### src/hdl/hash_table_linear_probe_assert.svh
// ----------------------------------------------------------------------------
// Hash table assertion macros
// Shared concurrent assertion forms, clocked on clk and disabled in reset.
// ----------------------------------------------------------------------------
`ifndef HASH_TABLE_LINEAR_PROBE_ASSERT_SVH
`define HASH_TABLE_LINEAR_PROBE_ASSERT_SVH

// Same-cycle implication.
`define HTLP_ASSERT_IMP(name, ante, cons) \
  name: assert property (@(posedge clk) disable iff (!rst_n) (ante) |-> (cons)) \
    else $error("htlp: same-cycle check failed");

// Next-cycle implication.
`define HTLP_ASSERT_NXT(name, ante, cons) \
  name: assert property (@(posedge clk) disable iff (!rst_n) (ante) |=> (cons)) \
    else $error("htlp: next-cycle check failed");

`endif

### src/hdl/htlp_pkg.sv
`timescale 1ns / 1ps
// ----------------------------------------------------------------------------
// Hash table package
// Sizes, codes and payload types shared by the hash table modules.
// ----------------------------------------------------------------------------
package htlp_pkg;

  localparam int CAPACITY  = 1024;
  localparam int IDX_W     = $clog2(CAPACITY);
  localparam int CNT_W     = IDX_W + 1;
  localparam int KEY_BYTES = 8;
  localparam int LEN_W     = 4;
  localparam int KEY_W     = 64;
  localparam int VAL_W     = 64;
  localparam int LIVE_W    = 11;
  // Hash arithmetic only needs the low index bits, but a whole byte is mixed in.
  localparam int HX_W      = (IDX_W > 8) ? IDX_W : 8;

  localparam logic [63:0] FNV_BASIS = 64'hcbf29ce484222325;
  localparam logic [63:0] FNV_PRIME = 64'h00000100000001b3;

  typedef enum logic [1:0] {
    CMD_LOOKUP = 2'd0,
    CMD_INSERT = 2'd1,
    CMD_DELETE = 2'd2
  } cmd_t;

  typedef enum logic [1:0] {
    STS_DONE     = 2'd0,
    STS_NOTFOUND = 2'd1,
    STS_FULL     = 2'd2
  } status_t;

  typedef enum logic [1:0] {
    KIND_EMPTY = 2'd0,
    KIND_LIVE  = 2'd1,
    KIND_TOMB  = 2'd2
  } kind_t;

  typedef struct packed {
    logic [1:0]       cmd;
    logic [KEY_W-1:0] key_bytes;
    logic [LEN_W-1:0] key_len;
    logic [VAL_W-1:0] new_value;
  } in_item_t;

  typedef struct packed {
    logic [1:0]        status;
    logic              found;
    logic [VAL_W-1:0]  read_value;
    logic [LIVE_W-1:0] live_total;
  } out_item_t;

  typedef struct packed {
    kind_t            kind;
    logic [KEY_W-1:0] key;
    logic [LEN_W-1:0] key_len;
    logic [VAL_W-1:0] value;
  } slot_t;

  typedef struct packed {
    logic             en;
    logic [IDX_W-1:0] addr;
    slot_t            data;
  } wr_t;

endpackage

### src/hdl/htlp_hash.sv
`timescale 1ns / 1ps
// ----------------------------------------------------------------------------
// Hash table FNV-1a index unit
// Folds one key byte per cycle into the low index bits of the FNV-1a hash.
// ----------------------------------------------------------------------------
module htlp_hash (
  input  logic                                       clk,
  input  logic                                       rst_n,
  input  logic                                       start,
  input  logic [htlp_pkg::KEY_W-1:0]                 key,
  input  logic [htlp_pkg::LEN_W-1:0]                 key_len,
  output logic                                       done,
  output logic [htlp_pkg::IDX_W-1:0]                 idx
);

  logic                             busy_r, busy_nxt;
  logic [htlp_pkg::LEN_W-1:0]       cnt_r, cnt_nxt;
  logic [htlp_pkg::IDX_W-1:0]       h_r, h_nxt;
  logic [7:0]                       byte_c;
  logic [htlp_pkg::HX_W-1:0]        hx_c;
  logic [2*htlp_pkg::HX_W-1:0]      prod_c;

  // Low bits of a product depend only on low bits of the operands.
  assign byte_c = key[cnt_r[2:0]*8 +: 8];
  assign hx_c   = htlp_pkg::HX_W'(h_r) ^ htlp_pkg::HX_W'(byte_c);
  assign prod_c = hx_c * htlp_pkg::FNV_PRIME[htlp_pkg::HX_W-1:0];
  assign done   = busy_r && (cnt_r == key_len);
  assign idx    = h_r;

  always_comb begin
    busy_nxt = busy_r;
    cnt_nxt  = cnt_r;
    h_nxt    = h_r;
    if (start) begin
      busy_nxt = 1'b1;
      cnt_nxt  = '0;
      h_nxt    = htlp_pkg::FNV_BASIS[htlp_pkg::IDX_W-1:0];
    end else if (done) begin
      busy_nxt = 1'b0;
    end else if (busy_r) begin
      cnt_nxt = cnt_r + 1'b1;
      h_nxt   = prod_c[htlp_pkg::IDX_W-1:0];
    end
  end

  always_ff @(posedge clk) begin
    if (!rst_n) begin
      busy_r <= 1'b0;
      cnt_r  <= '0;
    end else begin
      busy_r <= busy_nxt;
      cnt_r  <= cnt_nxt;
    end
    h_r <= h_nxt;
  end

endmodule

### config.mk
export PLATFORM = sky130hd
export DESIGN_NAME = htlp_hash
export DESIGN_NICKNAME = d
export VERILOG_FILES = /design/src/hdl/hash_table_linear_probe_assert.svh /design/src/hdl/htlp_pkg.sv /design/src/hdl/htlp_hash.sv
export SDC_FILE = /design/constraint.sdc
export NUM_CORES = 1
export LEC_CHECK = 0
export ABC_CLOCK_PERIOD_IN_PS = 8600
export BUFFER_PORTS_ARGS = -buffer_cell sky130_fd_sc_hd__buf_4
export CAP_MARGIN = 20
export CORE_MARGIN = 4
export CORE_UTILIZATION = 50
export CTS_CLUSTER_SIZE = 8
export DETAILED_ROUTE_END_ITERATION = 8
export PLACE_DENSITY = 0.83
export REMOVE_ABC_BUFFERS = 1
export SLEW_MARGIN = 20
export SYNTH_ARGS = -nofsm -noshare
export SYNTH_HDL_FRONTEND = slang
export SYNTH_SLANG_ARGS = --single-unit
### constraint.sdc
create_clock -name clk -period 8.6 [get_ports clk]
set_input_delay 0.43 -clock clk [delete_from_list [all_inputs] [get_ports clk]]
set_output_delay 0.43 -clock clk [all_outputs]
set_load 0.01 [all_outputs]
# Word-level counts from Yosys, hierarchy flattened

Cells that the tools add are included.

Logic and storage cells: 16
Flip-flop bits (word level): 15
Output and inout port bits: 11

Add/sub/neg operators: 1
Eq/ne operators: 1
Bitwise gates (word level): 3
Reductions and logical operators: 4
Shift-type cells: 1
Multiply operators: 1
Multiplexer cells: 2

Operator list:

| operator                                                             | count |
|---|---|
| 64-bit by 7-bit variable part select with 8-bit output               | 1 |
| 10-bit by 9-bit multiplier with 10-bit output, second input constant | 1 |
| 10-bit by 8-bit bitwise XOR with 10-bit output                       | 1 |
| 4-bit by 1-bit adder with 4-bit output, second input constant        | 1 |
| 4-bit == test                                                        | 1 |
| 1-bit two-way mux                                                    | 2 |
| 1-bit inverter                                                       | 2 |
| 2-bit AND reduction                                                  | 1 |
| 2-bit nonzero test                                                   | 1 |
| 2-bit OR reduction                                                   | 1 |
| 1-bit logical AND                                                    | 1 |

# Logic depth before layout (Yosys ltp)

Gate-level depths: netlist (run 1).

Word-level depth: 4
Mapped depth: 18
Gate-level depth less buffers: 16

# Worst setup path after synthesis (run 1)

Ideal clock, no wire load.

Path type: flip-flop to flip-flop
Start point: register cnt_r[0] in the netlist's numbering
End point: register h_r (netlist bit idx[9])
Path buffers: 2
Arrival time: 4101 ps
Stages on the path, launching flop included: 17
Library setup time: 123 ps
Slack: 4376 ps
Data required time: 8477 ps
Path through: dfxtp_1 buf_6 buf_2 mux4_2 mux2i_1 xnor2_1 ha_1 inv_1 fa_1 inv_1 fa_1 fa_1 ha_1 a21oi_1 o21ai_0 xnor2_1 o21ai_0

Word-level cells in the longest chain between the ends: 4
Elaborated cells between the ends (all ways): 7

RTL lines:

| item                                                                                                  | line            | RTL |
|---|---|---|
| start: declaration                                                                                    | htlp_hash.sv:17 | `logic [htlp_pkg::LEN_W-1:0] cnt_r, cnt_nxt;` |
| start signal: assignment                                                                              | htlp_hash.sv:52 | `cnt_r <= cnt_nxt;` |
| parallel branches: the longest is 4 deep, another holds 10-bit by 9-bit multiplier with 10-bit output | --              |  |
| end signal: assignment                                                                                | htlp_hash.sv:54 | `h_r <= h_nxt;` |
| end: declaration                                                                                      | htlp_hash.sv:18 | `logic [htlp_pkg::IDX_W-1:0] h_r, h_nxt;` |

Several ways; the timed one is not identified.
A chain may end at the register's enable or synchronous reset.

# Worst setup path after layout (run 1)

Start point: register cnt_r[0] in the netlist's numbering
End point: register h_r (netlist bit idx[8])

Same word-level chain as after synthesis.

==> results.json, run 1 <==
{
  "io_pins": 82,
  "total_power_w": 0.001014,
  "grt-ovfl-total": 0,
  "fin_crit_sh_pct": 52.83,
  "ctsHoldBuffers": 0,
  "drive_gt1_share_pct": 39.84,
  "ys_ff_latch": 15,
  "postRouteWirelength_um": 4717,
  "rsz0062_at_grt": "false",
  "synth_fa_ha_area_share_pct": 26.06,
  "met3_length_um": 326,
  "path_class": "flop to flop",
  "clk_latency_ns": 0.25,
  "drv_cap": 0,
  "cpPeakStageDelay_ns": 0.72,
  "synth.avg_cell_area_um2": 11.21,
  "die_y_um": 70.28,
  "ys_warn_count": 0,
  "drt_iter0_drc": 67,
  "multiInputGateArea_um2": 1498,
  "setup_violations": 0,
  "dr.max_layer_used": "met4",
  "max_slew.worst_pin.slew_ns": 0.8947,
  "dp.cells": 295,
  "die_w_um": 70.28,
  "synthXorXnorAreaFrac_pct": 13.74,
  "root_buffer": "clkbuf_8",
  "wl_per_cell_um": 15.78,
  "gp_congestion": 0.8344,
  "layout.area.seq_um2": 301.5,
  "worst_hold_path_type": "input pin to flop",
  "fmaxAchievable_ghz": 0.2201,
  "htreeDepth": 1,
  "rrSetupSlack_ns": 4.06,
  "cts_made_buffers": 3,
  "synth_area_um2": 1939,
  "post_cts_resize_count": 0,
  "skew_ns": 0.006846,
  "synthMuxAreaShare_pct": 27.81,
  "synth_compound_area_share_pct": 5.290,
  "grt_max_degree": 21,
  "max_slew_margin_pct": 40.27,
  "synth-seq-area-share_pct": 15.48,
  "critPathCaptureType": "flop",
  "crit_chain": "mux4_1, mux2i_1, xnor2_1, ha_1, fa_1, ha_1, inv_1, fa_1, inv_1, ha_1, a21o_1, a21oi_1, xor2_1, o211ai_1",
  "cts_sinks": 15,
  "dr_total_vias": 1587,
  "drc_errors": 0,
  "power_switching_share_pct": 45.16,
  "core_um2": 3716,
  "firstDrtPassIters": 4,
  "cp_top_family": "adder cells",
  "setup_slack_ns": 4.056,
  "cts_setup_buffers": 0,
  "power_density_nw_per_um2": 389.9,
  "dieArea_um2": 4939,
  "synth-simple-area-share_pct": 4.323,
  "rows": 22,
  "min_path_cells": 2,
  "synth_cells": 173,
  "reg2reg_from": "cnt_r[0]",
  "instances_no_fill": 299,
  "startpoint_type": "flop",
  "peakVddDrop_v": 0.0002278,
  "final-max-slew-violation-count": 0,
  "p_leak_nw": 1.254,
  "min_from": "start",
  "critPathSlowestCell": "dfxtp_2",
  "status": "completed",
  "port_buffers": 81,
  "path_max_fanout": 20,
  "pwr-share-clk_pct": 5.7,
  "tritoncts": "yes",
  "fin_crit_ns": 4.544,
  "hpwlAfterDp_um": 4020,
  "crit_top_cell": "ha_1",
  "power_frac_seq_pct": 9.9,
  "intPower_w": 0.0005560,
  "crit_buf_inv": 2,
  "via_per_inst": 5.308,
  "antenna_found_initial": 0,
  "wl_met1_um": 1893,
  "grt_usage_pct": 19.54,
  "dp_slack_ns": 3.659,
  "cts.reportedPaths.clkPinSlew_ns": 0.07,
  "met2_length_um": 2480,
  "start_util_pct": 52.19,
  "utilization_pct": 69.97,
  "crit_arrival_ns": 4.67,
  "ff2ff_path_depth": 14,
  "power_switching_w": 0.0004578,
  "r2r-end": "idx[8]",
  "n_fill_cell": 297,
  "required_ns": 8.73,
  "diodes": 0,
  "fin_nets": 358,
  "synth_top_family_by_area": "multiplexers",
  "hold_violations": 0,
  "antenna_left": 0,
  "grt_pass1_wl_um": 7776,
  "clk_path_buf_depth": 2,
  "grt_pass1_vias": 1790,
  "power_frac_comb_pct": 84.3,
  "hold_end": "idx[7]",
  "tns_ns": 0,
  "synth_cell_types": 27,
  "area_growth_pct": 34.06
}
-- worst max path at each step --
stage	from	end	slack [ns]	cells past startpoint
final	cnt_r[0]	idx[8]	4.06	14
after global placement	cnt_r[0]	idx[9]	3.76	14
after CTS	cnt_r[0]	idx[8]	3.64	14
after detailed placement	cnt_r[0]	idx[9]	3.66	14
after global routing	cnt_r[0]	idx[9]	3.75	14
after floorplan	cnt_r[0]	idx[8]	4.04	14
-- worst reg2reg max path: stages, from the launching register on --
cell and delay, ns:
dfxtp_2 0.72, mux4_1 0.65, mux2i_1 0.28, xnor2_1 0.17
ha_1 0.27, fa_1 0.46, ha_1 0.30, inv_1 0.06
fa_1 0.53, inv_1 0.04, ha_1 0.33, a21o_1 0.19
a21oi_1 0.17, xor2_1 0.16, o211ai_1 0.09
-- cells by family (layout without fill, tap and decap cells) --
group,after synthesis,after routing
compound gates,14,14
xor+xnor,28,28
fa+ha+maj,35,35
buf+inv,29,107
flops,15,15
mux,32,32
simple gates,20,20
-- metrics by stage --
| step | cell area, um^2 | hold slack [ns] |
|---|---|---|
| after floorplan | 1877 | 0.4697 |
| after detailed placement | 2552 | 0.5100 |
| after CTS | 2599 | 0.4121 |
| after global placement | 2552 | 0.4862 |
| final | 2600 | 0.4208 |
| after global routing | 2600 | 0.4310 |
-- cells in the final DEF (no fill, tap or decap), drive strengths merged --
cell type   n
buf        82
ha         26
inv        21
xnor2      20
mux2i      16
mux4       16
dfxtp      15
nor2       10
fa          9
xor2        7
a21oi       6
nand2       6
o21ai       3
clkbuf      3
a21o        2
nor4        1
and2        1
o41ai       1
a21boi      1
nand3       1
or3         1
xnor3       1
o211ai      1
clkinv      1
-- state kept, by name, summed over array words and instances, names as in the netlist --
signal	count
idx	10
busy_r	1
cnt_r	4
-- Yosys cell counts, drive strengths merged --
master	instances	share of area, %
ha	26	17
inv	21	4.1
xnor2	20	9.0
mux2i	16	8.3
mux4	16	20
dfxtp	15	15
nor2	10	1.9
fa	9	9.3
buf	7	3.0
xor2	7	3.5
a21oi	6	1.5
nand2	6	1.2
o21ai	3	0.77
a21o	2	0.77
a21boi	1	0.39
and2	1	0.32
clkbuf	1	0.19
nand3	1	0.26
nor4	1	0.32
o211ai	1	0.39
o41ai	1	1.4
or3	1	0.32
xnor3	1	1.2
-- layout make-up --
| cell class | count | share of cell area, % |
|---|---|---|
| Clock buffer | 3 | 1.588 |
| Tap cell | 48 | 2.310 |
| Multi-Input combinational cell | 129 | 57.60 |
| Timing Repair Buffer | 82 | 23.68 |
| Inverter | 21 | 3.032 |
| Clock inverter | 1 | 0.1925 |
| Sequential cell | 15 | 11.60 |
-- routing by layer --
metal,GRT usage (%),vias to the layer above
met4,2.340,0
met3,3.741,2
met5,0,-
li1,-,765
met1,24.09,757
met2,35.97,63
-- power by group through the flow --
stage | logic [W] | clock network [W] | registers, W
finish | 0.000855 | 0.0000579 | 0.000101
global route | 0.000964 | 0.0000611 | 0.000104
CTS | 0.000865 | 0.0000593 | 0.000101
detailed placement | 0.000854 | 0 | 0.000103
global placement | 0.000826 | 0 | 0.000102
floorplan | 0.000667 | 0 | 0.000104
Power figures use the tool's default switching activity.
==> inputs of run 2 (changes only) <==
Settings changed: ABC_CLOCK_PERIOD_IN_PS 8600 to 3900, CORE_UTILIZATION 50 to 44, PLACE_DENSITY 0.83 to 0.77.
Clock period 8.6 ns to 3.9 ns, I/O delays scaled along.
==> results.json, run 2 (synthesis results as in run 1) <==
{
  "start_util_pct": 46.80,
  "antenna_found_initial": 0,
  "firstDrtPassIters": 4,
  "wl_per_cell_um": 16.86,
  "critPathCaptureType": "flop",
  "placed_area_um2": 2750,
  "skew_ns": 0.008269,
  "grt_pass1_wl_um": 8211,
  "startpoint_type": "flop",
  "worst_hold_path_type": "input pin to flop",
  "drc_errors": 0,
  "critPathSlowestCell": "fa_1",
  "crit_chain": "buf_16, mux4_2, mux2i_1, xnor2_1, ha_2, inv_2, fa_1, inv_2, fa_1, fa_1, ha_4, nand2_2, o21ai_2, xnor2_1, o21ai_1",
  "largest_reg_flops": 10,
  "htreeDepth": 1,
  "hold_violations": 0,
  "setup_violations": 4,
  "fin_nets": 388,
  "fin_crit_sh_pct": 103.6,
  "crit_top_cell": "fa_1",
  "final_common_cell": "buf_4",
  "ctsHoldBuffers": 0,
  "via_per_inst": 5.236,
  "peakVddDrop_v": 0.0007647,
  "grt_usage_pct": 19.51,
  "max_slew.worst_pin.slew_ns": 0.3227,
  "violations": "setup timing",
  "instances_no_fill": 331,
  "p_leak_nw": 1.444,
  "gp_congestion": 0.8802,
  "required_ns": 4.05,
  "utilization_pct": 75.03,
  "fin_crit_ns": 4.039,
  "hpwlAfterDp_um": 4167,
  "clk_latency_ns": 0.26,
  "io_pins": 82,
  "dp.cells": 318,
  "area_growth_pct": 60.32,
  "path_max_fanout": 7,
  "final-max-slew-violation-count": 0,
  "die_w_um": 74.39,
  "drt_iter0_drc": 50,
  "final_area_um2": 3109,
  "clk_path_buf_depth": 2,
  "dr_total_vias": 1733,
  "crit_buf_inv": 3,
  "rows": 23,
  "setup_slack_ns": -0.1391,
  "drive_gt1_share_pct": 59.79,
  "tritoncts": "yes",
  "status": "complete, but fails checks",
  "diodes": 0,
  "cp_top_family": "adder cells",
  "core_um2": 4144,
  "root_buffer": "clkbuf_8",
  "final_cell_mix": "buf_4, inv_1, mux4_2",
  "postRouteWirelength_um": 5580,
  "cts_sinks": 15,
  "cpPeakStageDelay_ns": 0.51,
  "antenna_left": 0,
  "rsz0062_at_grt": "true",
  "cts_made_buffers": 3,
  "port_buffers": 81,
  "crit_arrival_ns": 4.19,
  "fmaxAchievable_ghz": 0.2476,
  "grt_max_degree": 20,
  "grt_pass1_vias": 1823,
  "path_class": "flop to flop",
  "max_slew_margin_pct": 78.33,
  "grt-ovfl-total": 0,
  "dieArea_um2": 5534,
  "die_y_um": 74.39,
  "drv_cap": 0,
  "whs_ns": 0.1598,
  "cts.reportedPaths.clkPinSlew_ns": 0.07,
  "power_density_nw_per_um2": 1067
}
-- run 2: layer usage --
layer	track usage (%)	wire, um	vias to the layer above
met3	6.081	508	6
met1	23.58	2081	827
li1	-	-	821
met4	4.150	50	0
met5	0	0	-
met2	34.15	2940	79
-- run 2: cell type report --
type / instances / area (um^2)
clock buffer: 3 / 41.29
clock inverter: 1 / 5.005
fill: 269 / 1035
inverter: 21 / 78.83
multi-input combinational: 129 / 1699
sequential: 15 / 304.0
tap: 50 / 62.56
timing repair buffer: 112 / 918.4
-- run 2: report_power, final --
part / switching (W) / internal [W] / total, W
Sequential: 0.0000366 / 0.000185 / 0.000221
Combinational: 0.00127 / 0.00169 / 0.00296
Clock: 0.0000635 / 0.0000710 / 0.000134
Total: 0.00137 / 0.00194 / 0.00332
-- run 2: final timing paths --
path,cells after the start,slack [ns],endpoint,start
worst min-delay path,2,0.16,idx[6],start
worst min register to register,2,0.50,cnt_r[3],cnt_r[3]
worst max register to register,15,-0.14,idx[9],cnt_r[0]
worst max-delay path,15,-0.14,idx[9],cnt_r[0]
-- run 2: per-stage QoR --
stage | total power, W | TNS [ns] | setup slack (ns)
2_1_floorplan | 0.001700 | -2.352 | -0.6626
3_3_place_gp | 0.002308 | -0.7301 | -0.2344
3_5_place_dp | 0.002359 | -1.110 | -0.3219
4_1_cts | 0.003016 | -0.2499 | -0.1131
5_1_grt | 0.003657 | -0.9927 | -0.2977
6_report | 0.003319 | -0.3435 | -0.1391
-- run 2: what timing repair did --
| item | CTS | global route |
|---|---|---|
| pin swaps | 32 | 9 |
| cloned | 1 | 0 |
| setup endpoints to repair | 4 | 5 |
| resized for setup | 35 | 14 |
| buffers inserted | 7 | 1 |
